==> config.mk <==
export PLATFORM = sky130hd
export DESIGN_NAME = ippe_ram
export DESIGN_NICKNAME = d
export VERILOG_FILES = /design/src/hdl/ippe_ram.sv
export SDC_FILE = /design/constraint.sdc
export NUM_CORES = 1
export LEC_CHECK = 0
export BUFFER_PORTS_ARGS = -buffer_cell sky130_fd_sc_hd__buf_2
export CAP_MARGIN = 20
export CORE_ASPECT_RATIO = 0.5
export CORE_MARGIN = 5
export CORE_UTILIZATION = 60
export CTS_BUF_LIST = sky130_fd_sc_hd__clkbuf_2 sky130_fd_sc_hd__clkbuf_4 sky130_fd_sc_hd__clkbuf_8
export DETAILED_ROUTE_END_ITERATION = 10
export PLACE_DENSITY = 0.84
export SLEW_MARGIN = 20
export SYNTH_ARGS = -nofsm -noshare
export SYNTH_HDL_FRONTEND = slang
export SYNTH_SLANG_ARGS = --single-unit
==> constraint.sdc <==
create_clock -name clk -period 3.7 [get_ports clk]
set_input_delay 0.185 -clock clk [delete_from_list [all_inputs] [get_ports clk]]
set_output_delay 0.185 -clock clk [all_outputs]
set_load 0.01 [all_outputs]
==> src/hdl/ippe_ram.sv <==
module ippe_ram #(
  parameter int WIDTH = 24,
  parameter int DEPTH = 16
) (
  input  logic                     clk,
  input  logic                     wr_en,
  input  logic [$clog2(DEPTH)-1:0] wr_addr,
  input  logic [WIDTH-1:0]         wr_data,
  input  logic                     rd_en,
  input  logic [$clog2(DEPTH)-1:0] rd_addr,
  output logic [WIDTH-1:0]         rd_data
);

  logic [WIDTH-1:0] mem [DEPTH];

  // read-first: a read and a write at the same edge return the old word
  always_ff @(posedge clk) begin
    if (wr_en) begin
      mem[wr_addr] <= wr_data;
    end
    if (rd_en) begin
      rd_data <= mem[rd_addr];
    end
  end

endmodule

==> results.yml <==
outcome:
  status: "complete, no violations"
logic_synthesis:
  synth.avg_cell_area_um2: 23.9
  flops_latches_synth: 408
  synthTopCellsByArea: "sky130_fd_sc_hd__edfxtp_1 (81%), sky130_fd_sc_hd__mux4_2 (14%), sky130_fd_sc_hd__a22oi_1 (2.4%), sky130_fd_sc_hd__nand2_1 (0.62%), sky130_fd_sc_hd__clkbuf_1 (0.45%)"
  synth_flop_cell: "sky130_fd_sc_hd__edfxtp_1"
  syn-instance-count: 636
  synth-edff-count: 408
  async_flop_share: 0
  post-synth-top-area-fraction: 0.808
  synthesis.nets: 671
  synth.most_common_cell: "sky130_fd_sc_hd__edfxtp_1"
  netlist_area_before_placement_mm2: 0.0152
  synth_sequential_area_ratio: 0.808
  synth_largest_area_cell: "sky130_fd_sc_hd__edfxtp_1"
  synthesis.yosys.warnings: 0
  ys_types: 15
  synth.cells.most_frequent: "sky130_fd_sc_hd__edfxtp_1 (408), sky130_fd_sc_hd__mux4_2 (96), sky130_fd_sc_hd__a22oi_1 (48)"
critical_path:
  critical_path_required_ns: 4.02
  path_class: "in2reg"
  start_kind: "input pin"
  cp_data_arrival_time_ns: 2.01
  worstSetupEndpointType: "flop"
  r2r_setup_slack_ns: 2.15
  path_max_fanout: 55
timing:
  timing.final.crit_period_ns: 1.68
  timing_hold_violations_final: 0
  post-route-period-util: 0.455
  report.final.slew_viol_count: 0
  report.final.setup_viol: 0
  rsz0062_at_grt: "false"
  fin_skew_ns: 0.0348
  relSlewSlack: 0.279
  clock.fmax_mhz: 594
  setup-tns-final_ns: 0
  tightestPinTransition_ns: 1.08
clock_tree:
  cts.sink_count: 408
  htree_num_levels: 2
  bufs_on_longest_clock_path: 3
  cts-buffers-inserted: 54
  clock_insertion_delay_worst_skew_ns: 0.59
  tritoncts_clock_tree: "done"
  clock-root-buffer: "sky130_fd_sc_hd__clkbuf_8"
  post-cts-setup-buffer-count: 0
  worst_setup_hold_path_clk_slew_ns: 0.07
floorplanning:
  core-area_mm2: 0.0250
  die_area_mm2: 0.0288
  i_o_pin_total: 59
  placement_rows: 41
  fp.dieW_um: 235
  die-height_um: 122
  initial_core_util: 0.606
global_routing:
  grt_max_degree: 56
  first_pass_grt_wire_length_mm: 47.9
  antenna_found_initial: 1
  grt_pass1_vias: 7728
  grt_overflow_total: 0
  gr-usage-all-layers: 0.225
cells_and_area:
  utilization: 0.692
  flow.area_growth_from_synthesis_pct: 14.2
  fin_nets: 801
  post_route_cells_drive_above_1_share: 0.355
  fin_area_mm2: 0.0173
placed_design:
  postPlaceCellArea_mm2: 0.0160
  placement.io_buffers: 58
  gp_routability_congestion: 0.772
  dp_wirelength_mm: 17.0
pwr:
  power.ir.vdd_worst_uv: 266
  total_power_mw: 9.09
  power.density_mw_per_mm2: 525
  p_leak_nw: 5.61
detailed_routing:
  vias: 7314
  route.detailed.drc: 0
  routed_wl_mm: 31.6
  dr.first_iter.drc_count: 1026
  drt-vias-per-instance: 6.34
  firstDrtPassIters: 5
  wl_per_cell_um: 27.4
  drtAntennaViolNets: 0
worst_hold_path:
  min-delay-path-class: "in2reg"
job:
  maxCapViolCount: 0
## metrics by stage
stage | setup slack, ns | hold slack [ns] | std cells
2_1_floorplan | 0.898 | 0.284 | 636
3_3_place_gp | 1.36 | 0.543 | 1030
3_5_place_dp | 1.40 | 0.565 | 1030
4_1_cts | 2.00 | 0.216 | 1153
5_1_grt | 1.85 | 0.228 | 1154
6_report | 2.02 | 0.222 | 1154
## state kept, by name, indices dropped and copies added (netlist names)
name / count
mem: 384
rd_data: 24
## kinds of logic after synthesis
group                  synth area share
AO/OA/AOI/OAI                    0.0238
AND/OR/NAND/NOR                  0.0147
buffers and inverters            0.0115
flip-flops                        0.808
multiplexers                      0.143
## metal layers
metal,wire [µm],vias up,track usage
met5,0,-,0
met4,932,0,0.0718
met3,3290,72,0.0507
met2,15800,516,0.374
met1,11700,3734,0.307
li1,-,2992,-
## timing repair
action | CTS | global route
hold endpoints to repair | 370 | 0
resized for setup | 0 | 0
hold buffers | 24 | 0
## placed cells by master (no fill, tap or decap)
cell type                       instances
sky130_fd_sc_hd__buf_4                 24
sky130_fd_sc_hd__nand3_1                1
sky130_fd_sc_hd__nor2_2                11
sky130_fd_sc_hd__clkinv_1              11
sky130_fd_sc_hd__dlygate4sd3_1         24
sky130_fd_sc_hd__mux4_2                96
sky130_fd_sc_hd__diode_2                1
sky130_fd_sc_hd__clkbuf_8              55
sky130_fd_sc_hd__buf_2                 56
sky130_fd_sc_hd__nor2b_2                2
sky130_fd_sc_hd__buf_12                 2
sky130_fd_sc_hd__nand3b_1               2
sky130_fd_sc_hd__nand2b_1               2
sky130_fd_sc_hd__or3b_2                 1
sky130_fd_sc_hd__clkinvlp_4             1
sky130_fd_sc_hd__and2_1                 1
sky130_fd_sc_hd__a22oi_1               48
sky130_fd_sc_hd__edfxtp_1             408
sky130_fd_sc_hd__nand2_1               25
sky130_fd_sc_hd__nor2_4                 2
sky130_fd_sc_hd__clkbuf_4              25
sky130_fd_sc_hd__nor3_2                 4
sky130_fd_sc_hd__clkinv_2               5
sky130_fd_sc_hd__buf_6                  1
sky130_fd_sc_hd__bufinv_16              2
## power breakdown
group	switching, mW	internal (mW)
clock network	1.61	1.77
logic	0.279	0.199
registers	0.0293	5.21
## worst max-delay path, stage by stage
cell and delay (ns):
sky130_fd_sc_hd__buf_6 0.55, sky130_fd_sc_hd__buf_12 0.33, sky130_fd_sc_hd__mux4_2 0.53, sky130_fd_sc_hd__a22oi_1 0.24
sky130_fd_sc_hd__nand2_1 0.08
## path summary, 6_finish.rpt
kind / start / endpoint / cells after the start
min: rd_en / rd_data[13] / 1
max reg2reg: mem[11][11] / rd_data[11] / 3
min reg2reg: mem[14][18] / rd_data[18] / 3
max: rd_addr[0] / rd_data[20] / 5
## area by class of cell
| class | count | area (µm²) |
|---|---|---|
| antenna | 1 | 2.50 |
| clock buffer | 80 | 945 |
| clock inverter | 19 | 134 |
| fill | 1362 | 7710 |
| multi-input combinational | 195 | 2810 |
| sequential | 408 | 12300 |
| tap | 344 | 430 |
| timing repair buffer | 107 | 752 |
(Power assumes the default switching activity.)
